===== config.mk =====
export PLATFORM = sky130hd
export DESIGN_NAME = led_breathing_fader_gamma
export DESIGN_NICKNAME = d
export VERILOG_FILES = /design/src/sv/lbfg_pkg.sv /design/src/sv/lbfg_ctrl.sv /design/src/sv/lbfg_dp.sv /design/src/sv/led_breathing_fader_gamma.sv
export SDC_FILE = /design/constraint.sdc
export NUM_CORES = 2
export LEC_CHECK = 0
export BUFFER_PORTS_ARGS = -buffer_cell sky130_fd_sc_hd__buf_2
export CAP_MARGIN = 30
export CORE_MARGIN = 1
export CORE_UTILIZATION = 35
export CTS_CLUSTER_SIZE = 24
export DETAILED_ROUTE_END_ITERATION = 6
export HOLD_SLACK_MARGIN = 0.03
export MAX_ROUTING_LAYER = met4
export PLACE_DENSITY = 0.56
export REMOVE_ABC_BUFFERS = 1
export SLEW_MARGIN = 0
export SYNTH_ARGS = -nofsm -noshare
export SYNTH_HDL_FRONTEND = slang
export SYNTH_SLANG_ARGS = --single-unit

===== constraint.sdc =====
create_clock -name clk -period 10.9 [get_ports clk]
set_clock_uncertainty 0.1 [all_clocks]
set_input_delay 2.18 -clock clk [delete_from_list [all_inputs] [get_ports clk]]
set_output_delay 2.18 -clock clk [all_outputs]
set_load 0.02 [all_outputs]

===== src/sv/lbfg_pkg.sv =====
// lbfg_pkg: shared types, codes, tables and helper functions of the breathing fader
`timescale 1ns / 1ps

package lbfg_pkg;

  typedef enum logic [1:0] {
    ST_CLEAR,
    ST_IDLE,
    ST_ISSUE,
    ST_FINISH
  } state_t;

  localparam logic [1:0] KIND_SET    = 2'd0;
  localparam logic [1:0] KIND_FRAME  = 2'd1;
  localparam logic [1:0] KIND_UPDATE = 2'd2;

  localparam logic CFG_TWINKLE = 1'b0;
  localparam logic CFG_FLICKER = 1'b1;

  localparam logic [7:0] TWINKLE_RESET = 8'd20;
  localparam logic       FLICKER_RESET = 1'b1;

  localparam logic [1:0] CH_RED   = 2'd0;
  localparam logic [1:0] CH_GREEN = 2'd1;
  localparam logic [1:0] CH_BLUE  = 2'd2;

  // 0.8 in q0.16 shifted up by 15, and 0.2 in q0.16
  localparam logic [31:0]        FACTOR_BASE  = 32'd1717993472;
  localparam logic signed [15:0] FACTOR_SWING = 16'sd13107;

  typedef struct packed {
    logic       clear;
    logic       set_target;
    logic       frame;
    logic       start;
    logic       issue;
    logic [1:0] ch;
    logic       finish;
  } dp_cmd_t;

  typedef struct packed {
    logic clear_done;
    logic pix_ok;
    logic calc_done;
    logic out_free;
  } dp_stat_t;

  localparam logic [15:0] SINE_QUARTER [33] = '{
        16'd0,  16'd1608,  16'd3212,  16'd4808,  16'd6393,  16'd7962,  16'd9512, 16'd11039,
    16'd12539, 16'd14010, 16'd15446, 16'd16846, 16'd18204, 16'd19519, 16'd20787, 16'd22005,
    16'd23170, 16'd24279, 16'd25329, 16'd26319, 16'd27245, 16'd28105, 16'd28898, 16'd29621,
    16'd30273, 16'd30852, 16'd31356, 16'd31785, 16'd32137, 16'd32412, 16'd32609, 16'd32728,
    16'd32767
  };

  localparam logic [7:0] GAMMA_ROM [256] = '{
      8'd0,   8'd0,   8'd0,   8'd0,   8'd0,   8'd0,   8'd0,   8'd0,
      8'd0,   8'd0,   8'd0,   8'd0,   8'd0,   8'd0,   8'd0,   8'd0,
      8'd0,   8'd0,   8'd0,   8'd0,   8'd0,   8'd0,   8'd0,   8'd0,
      8'd0,   8'd0,   8'd0,   8'd0,   8'd1,   8'd1,   8'd1,   8'd1,
      8'd1,   8'd1,   8'd1,   8'd1,   8'd1,   8'd1,   8'd1,   8'd1,
      8'd1,   8'd2,   8'd2,   8'd2,   8'd2,   8'd2,   8'd2,   8'd2,
      8'd2,   8'd3,   8'd3,   8'd3,   8'd3,   8'd3,   8'd3,   8'd3,
      8'd4,   8'd4,   8'd4,   8'd4,   8'd4,   8'd5,   8'd5,   8'd5,
      8'd5,   8'd6,   8'd6,   8'd6,   8'd6,   8'd7,   8'd7,   8'd7,
      8'd7,   8'd8,   8'd8,   8'd8,   8'd9,   8'd9,   8'd9,  8'd10,
     8'd10,  8'd10,  8'd11,  8'd11,  8'd11,  8'd12,  8'd12,  8'd13,
     8'd13,  8'd13,  8'd14,  8'd14,  8'd15,  8'd15,  8'd16,  8'd16,
     8'd17,  8'd17,  8'd18,  8'd18,  8'd19,  8'd19,  8'd20,  8'd20,
     8'd21,  8'd21,  8'd22,  8'd22,  8'd23,  8'd24,  8'd24,  8'd25,
     8'd25,  8'd26,  8'd27,  8'd27,  8'd28,  8'd29,  8'd29,  8'd30,
     8'd31,  8'd32,  8'd32,  8'd33,  8'd34,  8'd35,  8'd35,  8'd36,
     8'd37,  8'd38,  8'd39,  8'd39,  8'd40,  8'd41,  8'd42,  8'd43,
     8'd44,  8'd45,  8'd46,  8'd47,  8'd48,  8'd49,  8'd50,  8'd50,
     8'd51,  8'd52,  8'd54,  8'd55,  8'd56,  8'd57,  8'd58,  8'd59,
     8'd60,  8'd61,  8'd62,  8'd63,  8'd64,  8'd66,  8'd67,  8'd68,
     8'd69,  8'd70,  8'd72,  8'd73,  8'd74,  8'd75,  8'd77,  8'd78,
     8'd79,  8'd81,  8'd82,  8'd83,  8'd85,  8'd86,  8'd87,  8'd89,
     8'd90,  8'd92,  8'd93,  8'd95,  8'd96,  8'd98,  8'd99, 8'd101,
    8'd102, 8'd104, 8'd105, 8'd107, 8'd109, 8'd110, 8'd112, 8'd114,
    8'd115, 8'd117, 8'd119, 8'd120, 8'd122, 8'd124, 8'd126, 8'd127,
    8'd129, 8'd131, 8'd133, 8'd135, 8'd137, 8'd138, 8'd140, 8'd142,
    8'd144, 8'd146, 8'd148, 8'd150, 8'd152, 8'd154, 8'd156, 8'd158,
    8'd160, 8'd162, 8'd164, 8'd167, 8'd169, 8'd171, 8'd173, 8'd175,
    8'd177, 8'd180, 8'd182, 8'd184, 8'd186, 8'd189, 8'd191, 8'd193,
    8'd196, 8'd198, 8'd200, 8'd203, 8'd205, 8'd208, 8'd210, 8'd213,
    8'd215, 8'd218, 8'd220, 8'd223, 8'd225, 8'd228, 8'd231, 8'd233,
    8'd236, 8'd239, 8'd241, 8'd244, 8'd247, 8'd249, 8'd252, 8'd255
  };

  function automatic logic [9:0] phase_step(input logic [1:0] ch);
    logic [9:0] step;
    unique case (ch)
      CH_RED:   step = 10'd313;
      CH_GREEN: step = 10'd522;
      CH_BLUE:  step = 10'd417;
      default:  step = 10'd0;
    endcase
    return step;
  endfunction

  // q1.15 sine, 128 steps per turn, quarter-wave mirrored
  function automatic logic signed [15:0] sine_q15(input logic [15:0] phase);
    logic [6:0]  idx;
    logic [5:0]  j;
    logic [15:0] mag;
    idx = phase[15:9];
    j = {1'b0, idx[4:0]};
    if (idx[5]) begin
      j = 6'd32 - j;
    end
    mag = SINE_QUARTER[j];
    return idx[6] ? -$signed(mag) : $signed(mag);
  endfunction

endpackage


===== src/sv/lbfg_ctrl.sv =====
// lbfg_ctrl: controller state machine sequencing clear, item decode, channel issue and finish
`timescale 1ns / 1ps

module lbfg_ctrl (
  input  logic               clk,
  input  logic               rst,
  input  logic               in_valid,
  output logic               in_stall,
  input  logic [1:0]         kind,
  input  lbfg_pkg::dp_stat_t stat,
  output lbfg_pkg::dp_cmd_t  cmd
);

  lbfg_pkg::state_t state, state_next;
  logic [1:0] ch_cnt, ch_cnt_next;

  always_ff @(posedge clk) begin
    if (rst) begin
      state  <= lbfg_pkg::ST_CLEAR;
      ch_cnt <= lbfg_pkg::CH_RED;
    end else begin
      state  <= state_next;
      ch_cnt <= ch_cnt_next;
    end
  end

  always_comb begin
    state_next     = state;
    ch_cnt_next    = ch_cnt;
    in_stall       = 1'b1;
    cmd            = '0;
    cmd.ch         = ch_cnt;
    unique case (state)
      lbfg_pkg::ST_CLEAR: begin
        cmd.clear = 1'b1;
        if (stat.clear_done) begin
          state_next = lbfg_pkg::ST_IDLE;
        end
      end
      lbfg_pkg::ST_IDLE: begin
        in_stall    = 1'b0;
        ch_cnt_next = lbfg_pkg::CH_RED;
        if (in_valid) begin
          case (kind)
            lbfg_pkg::KIND_SET: begin
              cmd.set_target = stat.pix_ok;
            end
            lbfg_pkg::KIND_FRAME: begin
              cmd.frame = 1'b1;
            end
            lbfg_pkg::KIND_UPDATE: begin
              if (stat.pix_ok) begin
                cmd.start  = 1'b1;
                state_next = lbfg_pkg::ST_ISSUE;
              end
            end
            default: begin
            end
          endcase
        end
      end
      lbfg_pkg::ST_ISSUE: begin
        cmd.issue   = 1'b1;
        ch_cnt_next = ch_cnt + 2'd1;
        if (ch_cnt == lbfg_pkg::CH_BLUE) begin
          state_next = lbfg_pkg::ST_FINISH;
        end
      end
      lbfg_pkg::ST_FINISH: begin
        if (stat.calc_done && stat.out_free) begin
          cmd.finish = 1'b1;
          state_next = lbfg_pkg::ST_IDLE;
        end
      end
      default: begin
        state_next = lbfg_pkg::ST_CLEAR;
      end
    endcase
  end

endmodule


===== src/sv/lbfg_dp.sv =====
// lbfg_dp: datapath with pixel stores, tick, flicker remainder unit, breathing pipeline, output
`timescale 1ns / 1ps

module lbfg_dp #(
  parameter int PIXEL_COUNT = 64
) (
  input  logic               clk,
  input  logic               rst,
  input  lbfg_pkg::dp_cmd_t  cmd,
  output lbfg_pkg::dp_stat_t stat,
  input  logic [5:0]         pixel_index,
  input  logic [7:0]         red,
  input  logic [7:0]         green,
  input  logic [7:0]         blue,
  input  logic [15:0]        random_value,
  input  logic               cfg_write,
  input  logic               cfg_index,
  input  logic [7:0]         cfg_data,
  output logic               out_valid,
  input  logic               out_stall,
  output logic [5:0]         out_pixel,
  output logic [7:0]         gamma_red,
  output logic [7:0]         gamma_green,
  output logic [7:0]         gamma_blue
);

  localparam int AW = (PIXEL_COUNT > 1) ? $clog2(PIXEL_COUNT) : 1;
  localparam logic [3:0] MOD_STEPS = 4'd8;

  // configuration
  logic [7:0] twinkle_rate;
  logic       flicker_enable;

  always_ff @(posedge clk) begin
    if (rst) begin
      twinkle_rate   <= lbfg_pkg::TWINKLE_RESET;
      flicker_enable <= lbfg_pkg::FLICKER_RESET;
    end else if (cfg_write) begin
      unique case (cfg_index)
        lbfg_pkg::CFG_TWINKLE: twinkle_rate   <= cfg_data;
        lbfg_pkg::CFG_FLICKER: flicker_enable <= cfg_data[0];
        default: begin
        end
      endcase
    end
  end

  // frame tick
  logic [15:0] tick;

  always_ff @(posedge clk) begin
    if (rst) begin
      tick <= '0;
    end else if (cmd.frame) begin
      tick <= {1'b0, tick[14:0]} + 16'd1;
    end
  end

  // clearing pass address
  logic [AW-1:0] clr_addr;

  always_ff @(posedge clk) begin
    if (rst) begin
      clr_addr <= '0;
    end else if (cmd.clear && !stat.clear_done) begin
      clr_addr <= clr_addr + AW'(1);
    end
  end

  // pixel stores
  logic [23:0]   tgt_mem [PIXEL_COUNT];
  logic [23:0]   cur_mem [PIXEL_COUNT];
  logic [23:0]   tgt_rd;
  logic [23:0]   cur_rd;
  logic [AW-1:0] in_addr;
  logic [5:0]    pix_reg;
  logic [23:0]   new_color;

  assign in_addr = AW'(pixel_index);

  always_ff @(posedge clk) begin
    if (cmd.clear) begin
      tgt_mem[clr_addr] <= '0;
    end else if (cmd.set_target) begin
      tgt_mem[in_addr] <= {red, green, blue};
    end
  end

  always_ff @(posedge clk) begin
    if (cmd.clear) begin
      cur_mem[clr_addr] <= '0;
    end else if (cmd.finish) begin
      cur_mem[AW'(pix_reg)] <= new_color;
    end
  end

  always_ff @(posedge clk) begin
    if (cmd.start) begin
      tgt_rd  <= tgt_mem[in_addr];
      cur_rd  <= cur_mem[in_addr];
      pix_reg <= pixel_index;
    end
  end

  // flicker remainder, two bits per cycle
  logic [15:0] rnd_sh;
  logic [9:0]  rem;
  logic [3:0]  mod_cnt;
  logic [9:0]  divisor;
  logic [10:0] r1;
  logic [10:0] r2;
  logic        mod_done;
  logic        flick;

  assign divisor  = {2'b00, twinkle_rate} + {1'b0, twinkle_rate, 1'b0};
  assign mod_done = (mod_cnt == MOD_STEPS);

  always_comb begin
    r1 = {rem, rnd_sh[15]};
    if (r1 >= {1'b0, divisor}) begin
      r1 = r1 - {1'b0, divisor};
    end
    r2 = {r1[9:0], rnd_sh[14]};
    if (r2 >= {1'b0, divisor}) begin
      r2 = r2 - {1'b0, divisor};
    end
  end

  always_ff @(posedge clk) begin
    if (rst) begin
      mod_cnt <= MOD_STEPS;
    end else if (cmd.start) begin
      mod_cnt <= '0;
    end else if (!mod_done) begin
      mod_cnt <= mod_cnt + 4'd1;
    end
  end

  always_ff @(posedge clk) begin
    if (cmd.start) begin
      rnd_sh <= random_value;
      rem    <= '0;
    end else if (!mod_done) begin
      rnd_sh <= {rnd_sh[13:0], 2'b00};
      rem    <= r2[9:0];
    end
  end

  assign flick = flicker_enable && (twinkle_rate != 8'd0) && (rem == 10'd0);

  // breathing pipeline, one channel per stage
  logic               s1_v, s2_v, s3_v;
  logic [1:0]         s1_ch, s2_ch, s3_ch;
  logic [15:0]        s1_ph;
  logic signed [29:0] s2_sp;
  logic [23:0]        s3_tf;
  logic [7:0]         nv [3];
  logic [15:0]        base_pos;
  logic [25:0]        ph_prod;
  logic signed [31:0] sp_prod;
  logic [31:0]        num;
  logic [15:0]        factor;
  logic [7:0]         tgt_byte;
  logic [7:0]         cur_byte;
  logic [7:0]         scaled;
  logic [8:0]         diff;
  logic [8:0]         mag;
  logic [3:0]         q;
  logic signed [9:0]  v;
  logic [7:0]         v_clamp;

  assign base_pos = tick + {10'b0, pix_reg};
  assign ph_prod  = base_pos * lbfg_pkg::phase_step(cmd.ch);
  assign sp_prod  = lbfg_pkg::sine_q15(s1_ph) * lbfg_pkg::FACTOR_SWING;
  assign num      = lbfg_pkg::FACTOR_BASE + $unsigned(32'(s2_sp));
  assign factor   = num[30:15];

  always_comb begin
    case (s2_ch)
      lbfg_pkg::CH_RED:   tgt_byte = tgt_rd[23:16];
      lbfg_pkg::CH_GREEN: tgt_byte = tgt_rd[15:8];
      default:            tgt_byte = tgt_rd[7:0];
    endcase
    case (s3_ch)
      lbfg_pkg::CH_RED:   cur_byte = cur_rd[23:16];
      lbfg_pkg::CH_GREEN: cur_byte = cur_rd[15:8];
      default:            cur_byte = cur_rd[7:0];
    endcase
  end

  always_comb begin
    scaled = s3_tf[23:16];
    diff   = {1'b0, scaled} - {1'b0, cur_byte};
    mag    = diff[8] ? (9'd0 - diff) : diff;
    q      = mag[7:4];
    if (diff == 9'd0) begin
      v = $signed({2'b00, cur_byte});
    end else if (diff[8]) begin
      v = $signed({2'b00, cur_byte}) - 10'sd1 - $signed({6'b0, q});
    end else begin
      v = $signed({2'b00, cur_byte}) + 10'sd1 + $signed({6'b0, q});
    end
    if (v < 10'sd0) begin
      v_clamp = 8'd0;
    end else if (v > 10'sd255) begin
      v_clamp = 8'd255;
    end else begin
      v_clamp = v[7:0];
    end
  end

  always_ff @(posedge clk) begin
    if (rst) begin
      s1_v <= 1'b0;
      s2_v <= 1'b0;
      s3_v <= 1'b0;
    end else begin
      s1_v <= cmd.issue;
      s2_v <= s1_v;
      s3_v <= s2_v;
    end
  end

  always_ff @(posedge clk) begin
    s1_ch <= cmd.ch;
    s1_ph <= ph_prod[15:0];
    s2_ch <= s1_ch;
    s2_sp <= 30'(sp_prod);
    s3_ch <= s2_ch;
    s3_tf <= tgt_byte * factor;
    if (s3_v) begin
      nv[s3_ch] <= v_clamp;
    end
  end

  // flicker and output register
  logic [7:0] fv [3];

  always_comb begin
    for (int i = 0; i < 3; i++) begin
      if (flick) begin
        fv[i] = nv[i][7] ? 8'hFF : {nv[i][6:0], 1'b0};
      end else begin
        fv[i] = nv[i];
      end
    end
  end

  assign new_color = {fv[0], fv[1], fv[2]};

  always_ff @(posedge clk) begin
    if (rst) begin
      out_valid <= 1'b0;
    end else if (cmd.finish) begin
      out_valid <= 1'b1;
    end else if (!out_stall) begin
      out_valid <= 1'b0;
    end
  end

  always_ff @(posedge clk) begin
    if (cmd.finish) begin
      out_pixel   <= pix_reg;
      gamma_red   <= lbfg_pkg::GAMMA_ROM[fv[0]];
      gamma_green <= lbfg_pkg::GAMMA_ROM[fv[1]];
      gamma_blue  <= lbfg_pkg::GAMMA_ROM[fv[2]];
    end
  end

  assign stat.clear_done = (clr_addr == AW'(PIXEL_COUNT - 1));
  assign stat.pix_ok     = (32'(pixel_index) < PIXEL_COUNT);
  assign stat.calc_done  = mod_done && !(s1_v || s2_v || s3_v);
  assign stat.out_free   = !out_valid || !out_stall;

endmodule


===== src/sv/led_breathing_fader_gamma.sv =====
// led_breathing_fader_gamma: top level of the breathing led fader with gamma output
//
// Input channel (in_valid / in_stall) carries one item per transfer: set target,
// advance frame tick, or update pixel. Output channel (out_valid / out_stall)
// carries one gamma corrected color per update of an in-range pixel.
// Set target, frame and dropped items are taken while idle, with in_stall low.
// An update holds in_stall high until its result is loaded into the output
// register. The wait is set by the flicker remainder unit, which retires two
// dividend bits per cycle over the 16-bit random value, while the three color
// channels run through the phase, sine and scale multipliers one behind the
// other.
// Configuration writes (cfg_write, cfg_index, cfg_data) take effect at once.
// After reset a clearing pass zeroes both pixel stores, one entry a cycle,
// with in_stall high; config writes are still taken.
// A finished result waits in the output register while out_stall is high;
// the next item is accepted meanwhile, and a later update holds in its last
// step until the register is free.
`timescale 1ns / 1ps

module led_breathing_fader_gamma #(
  parameter int PIXEL_COUNT = 64
) (
  input  logic        clk,
  input  logic        rst,
  input  logic        in_valid,
  output logic        in_stall,
  input  logic [1:0]  kind,
  input  logic [5:0]  pixel_index,
  input  logic [7:0]  red,
  input  logic [7:0]  green,
  input  logic [7:0]  blue,
  input  logic [15:0] random_value,
  output logic        out_valid,
  input  logic        out_stall,
  output logic [5:0]  out_pixel,
  output logic [7:0]  gamma_red,
  output logic [7:0]  gamma_green,
  output logic [7:0]  gamma_blue,
  input  logic        cfg_write,
  input  logic        cfg_index,
  input  logic [7:0]  cfg_data
);

  lbfg_pkg::dp_cmd_t  cmd;
  lbfg_pkg::dp_stat_t stat;

  lbfg_ctrl u_ctrl (
    .clk      (clk),
    .rst      (rst),
    .in_valid (in_valid),
    .in_stall (in_stall),
    .kind     (kind),
    .stat     (stat),
    .cmd      (cmd)
  );

  lbfg_dp #(
    .PIXEL_COUNT (PIXEL_COUNT)
  ) u_dp (
    .clk          (clk),
    .rst          (rst),
    .cmd          (cmd),
    .stat         (stat),
    .pixel_index  (pixel_index),
    .red          (red),
    .green        (green),
    .blue         (blue),
    .random_value (random_value),
    .cfg_write    (cfg_write),
    .cfg_index    (cfg_index),
    .cfg_data     (cfg_data),
    .out_valid    (out_valid),
    .out_stall    (out_stall),
    .out_pixel    (out_pixel),
    .gamma_red    (gamma_red),
    .gamma_green  (gamma_green),
    .gamma_blue   (gamma_blue)
  );

  a_finish_free: assert property (@(posedge clk) disable iff (rst)
    cmd.finish |-> stat.out_free)
    else $error("result loaded while output register still held");

  a_cmd_onehot: assert property (@(posedge clk) disable iff (rst)
    $onehot0({cmd.clear, cmd.set_target, cmd.frame, cmd.start, cmd.issue, cmd.finish}))
    else $error("more than one datapath command at once");

  a_start_issue: assert property (@(posedge clk) disable iff (rst)
    cmd.start |=> (cmd.issue && cmd.ch == lbfg_pkg::CH_RED))
    else $error("update start not followed by red channel issue");

  a_finish_out: assert property (@(posedge clk) disable iff (rst)
    cmd.finish |=> out_valid)
    else $error("finished update did not raise out_valid");

endmodule

==> reports/results.ini <==
[critical_path]
cpPeakStageDelay_ps = 660
r2r_slack_ps = 1030
slowest_stage = dfxtp_1
crit_required_ps = 11610
critPathArrivalTime_ps = 10580
path_class = reg2reg
path_common_cell = a21o_1
cp-start-kind = register
cp_max_fo = 13
endpoint_kind = register

[place]
portBuffers = 93
gp_congestion = 0.833
hpwlAfterDp_mm = 233

[synthesis]
synth_commonest_cells = 3,196 x edfxtp_1, 1,011 x mux4_2, 446 x nor2_1
syn_avg_cell_area_um2 = 18.7
synthMuxAreaShare_pct = 16.3
synthXorXnorAreaFrac_pct = 1.08
ys_seq_elements = 3285
synth.distinct_cells = 94
yosysSeqAreaShare_pct = 68.0
netlist.top_cell.by_area = edfxtp_1
synth_top_area_share_pct = 66.8
synth-compound-area-share_pct = 3.16
synth_simple_gate_area_share_pct = 3.64
yosysMostFrequentCell = edfxtp_1
ys_top_cells_by_area = edfxtp_1 67%, mux4_2 16%, fa_1 3.1%
synthAdderAreaFrac_pct = 5.76
syn_inst = 7679
yosys_warnings = 0
synth-edff-count = 3196
synthFlopType = edfxtp_1
syn-cell-area_mm2 = 0.144
synthArstFlopShare_pct = 0
synth_top_family_by_area = multiplexers

[pwr]
internal_power_w = 0.0245
p_per_area_mw_per_mm2 = 208
clkPwrFrac_pct = 33.4
netSwitchingPower_w = 0.0100
p_leak_nw = 55.4
p_comb_share_pct = 25.9
p_sw_share_pct = 29.0
sequentialPowerShare_pct = 40.7
vdd_drop_max_uv = 325

[drt]
via_per_inst = 5.40
drtIter0Drc = 7486
ant_nets = 0
avgRoutedWirePerCell_um = 27.4
drc = 0
first_pass_iters = 6
routed_wl_mm = 376
via_count = 74212

[clock_tree]
cts_buffers = 336
post_cts_buffers = 0
cts.repair.resized = 0
cts_tree = built
cts_max_path_buffers = 4
cts_num_sinks = 3285
cts-root-buf = clkbuf_16
clkTransAtPathRegs_ps = 60
ctsHtreeMaxLevel = 5
ctsHoldBuffers = 0
clock_latency_ps = 960

[run]
drv_cap = 0

[sta]
setup_violations = 0
post-route-period-util_pct = 90.5
holdWs_ps = 233
tightest_slew_ps = 1070
rsz0062_at_grt = false
final_hold_viol_count = 0
slew_viol_final = 0
max_freq_ghz = 0.101
setup_tns_ps = 0
max-slew-margin-rel_pct = 28.8
min_period_ps = 9870

[status]
status = complete, no violations

[grt]
grt_pass1_vias = 76206
grt_overflow = 0
antenna_found_initial = 17
grt.total_usage_pct = 18.5
grt_pass1_wl_mm = 545
grt_max_degree = 139

[min_path]
hp-class = reg2reg

[layout]
nets = 8610
drive_gt1_share_pct = 25.7
area_delta_synth_final_pct = 15.6
top_regs = u_dp.cur_mem (1536), u_dp.tgt_mem (1536)

[die]
num_rows = 234
die_w_um = 643
die_h_um = 643
dieArea_mm2 = 0.413
initial_core_util_pct = 35.3
core-area_mm2 = 0.408
io_pins = 94

-- logic make-up after synthesis --
family | after synthesis
AOI/OAI and AO/OA | 707
xor gates and xnor gates | 171
muxes | 1077
buffers and inverters | 759
adders and majority gates | 530
DFF | 3285
and+or+nand+nor | 1150
-- critical path: cells and delay by family, from the launching register on --
family | cells | cell delay (ps)
adder cells (fa/ha/maj) | 10 | 4160
buffers and inverters | 6 | 860
AO/OA/AOI/OAI | 15 | 2830
XOR/XNOR | 2 | 710
AND/OR/NAND/NOR | 5 | 470
flip-flops | 1 | 660
-- routing by layer --
metal | routed length (µm) | track usage (%) | up-vias
met2 | 187000 | 30.4 | 2316
met3 | 20500 | 2.02 | 434
met1 | 162000 | 25.1 | 40064
met5 | 0 | - | -
li1 | - | - | 31398
met4 | 7100 | 3.54 | 0
-- per-stage QoR --
| step | cells | total power (W) | utilization (%) | area [µm²] | setup WS (ps) |
|---|---|---|---|---|---|
| floorplan | 7293 | 0.0209 | - | 142000 | 1480 |
| finish | 13739 | 0.0346 | 40.8 | 166000 | 1030 |
| detailed placement | 13108 | 0.0233 | 38.0 | 155000 | 1050 |
| CTS | 13718 | 0.0350 | 40.7 | 166000 | 1040 |
| global placement | 12993 | 0.0232 | 37.4 | 152000 | 1010 |
| global route | 13722 | 0.0368 | 40.7 | 166000 | 288 |
-- placed cells by master, fill, tap and decap left out, types with 171 or more instances in the layout --
| cell | synthesis | routed |
|---|---|---|
| a21oi_1 | 199 | 198 |
| buf_4 | 1 | 171 |
| clkbuf_16 | 0 | 337 |
| edfxtp_1 | 3196 | 3196 |
| fa_1 | 220 | 220 |
| ha_1 | 308 | 308 |
| inv_1 | 363 | 361 |
| mux4_2 | 1011 | 1011 |
| nand2_1 | 319 | 319 |
| nor2_1 | 446 | 296 |
-- worst paths after layout --
path                                      from              to  cells past startpoint
worst max-delay path            u_dp.s1_ph[10]  u_dp.s2_sp[29]                     38
worst min-delay path             u_dp.s1_ch[1]   u_dp.s2_ch[1]                      0
worst max register to register  u_dp.s1_ph[10]  u_dp.s2_sp[29]                     38
worst min register to register   u_dp.s1_ch[1]   u_dp.s2_ch[1]                      0
-- cell type report --
cell class | count | area (µm²)
Inverter | 373 | 1410
Clock buffer | 396 | 8670
Tap cell | 5428 | 6790
Clock inverter | 214 | 2320
Multi-Input combinational cell | 3635 | 44300
Sequential cell | 3285 | 97800
Timing Repair Buffer | 389 | 4850
Antenna cell | 19 | 47.5
Fill cell | 35879 | 241000
-- power groups by stage --
stage / Clock [W] / Combinational [W] / Sequential [W]
detailed placement: 0 / 0.00899 / 0.0143
global placement: 0 / 0.00890 / 0.0143
floorplan: 0 / 0.00664 / 0.0143
CTS: 0.0118 / 0.00917 / 0.0141
global route: 0.0122 / 0.0105 / 0.0141
finish: 0.0115 / 0.00895 / 0.0141
Note: power is estimated with default switching activity, not from simulation.
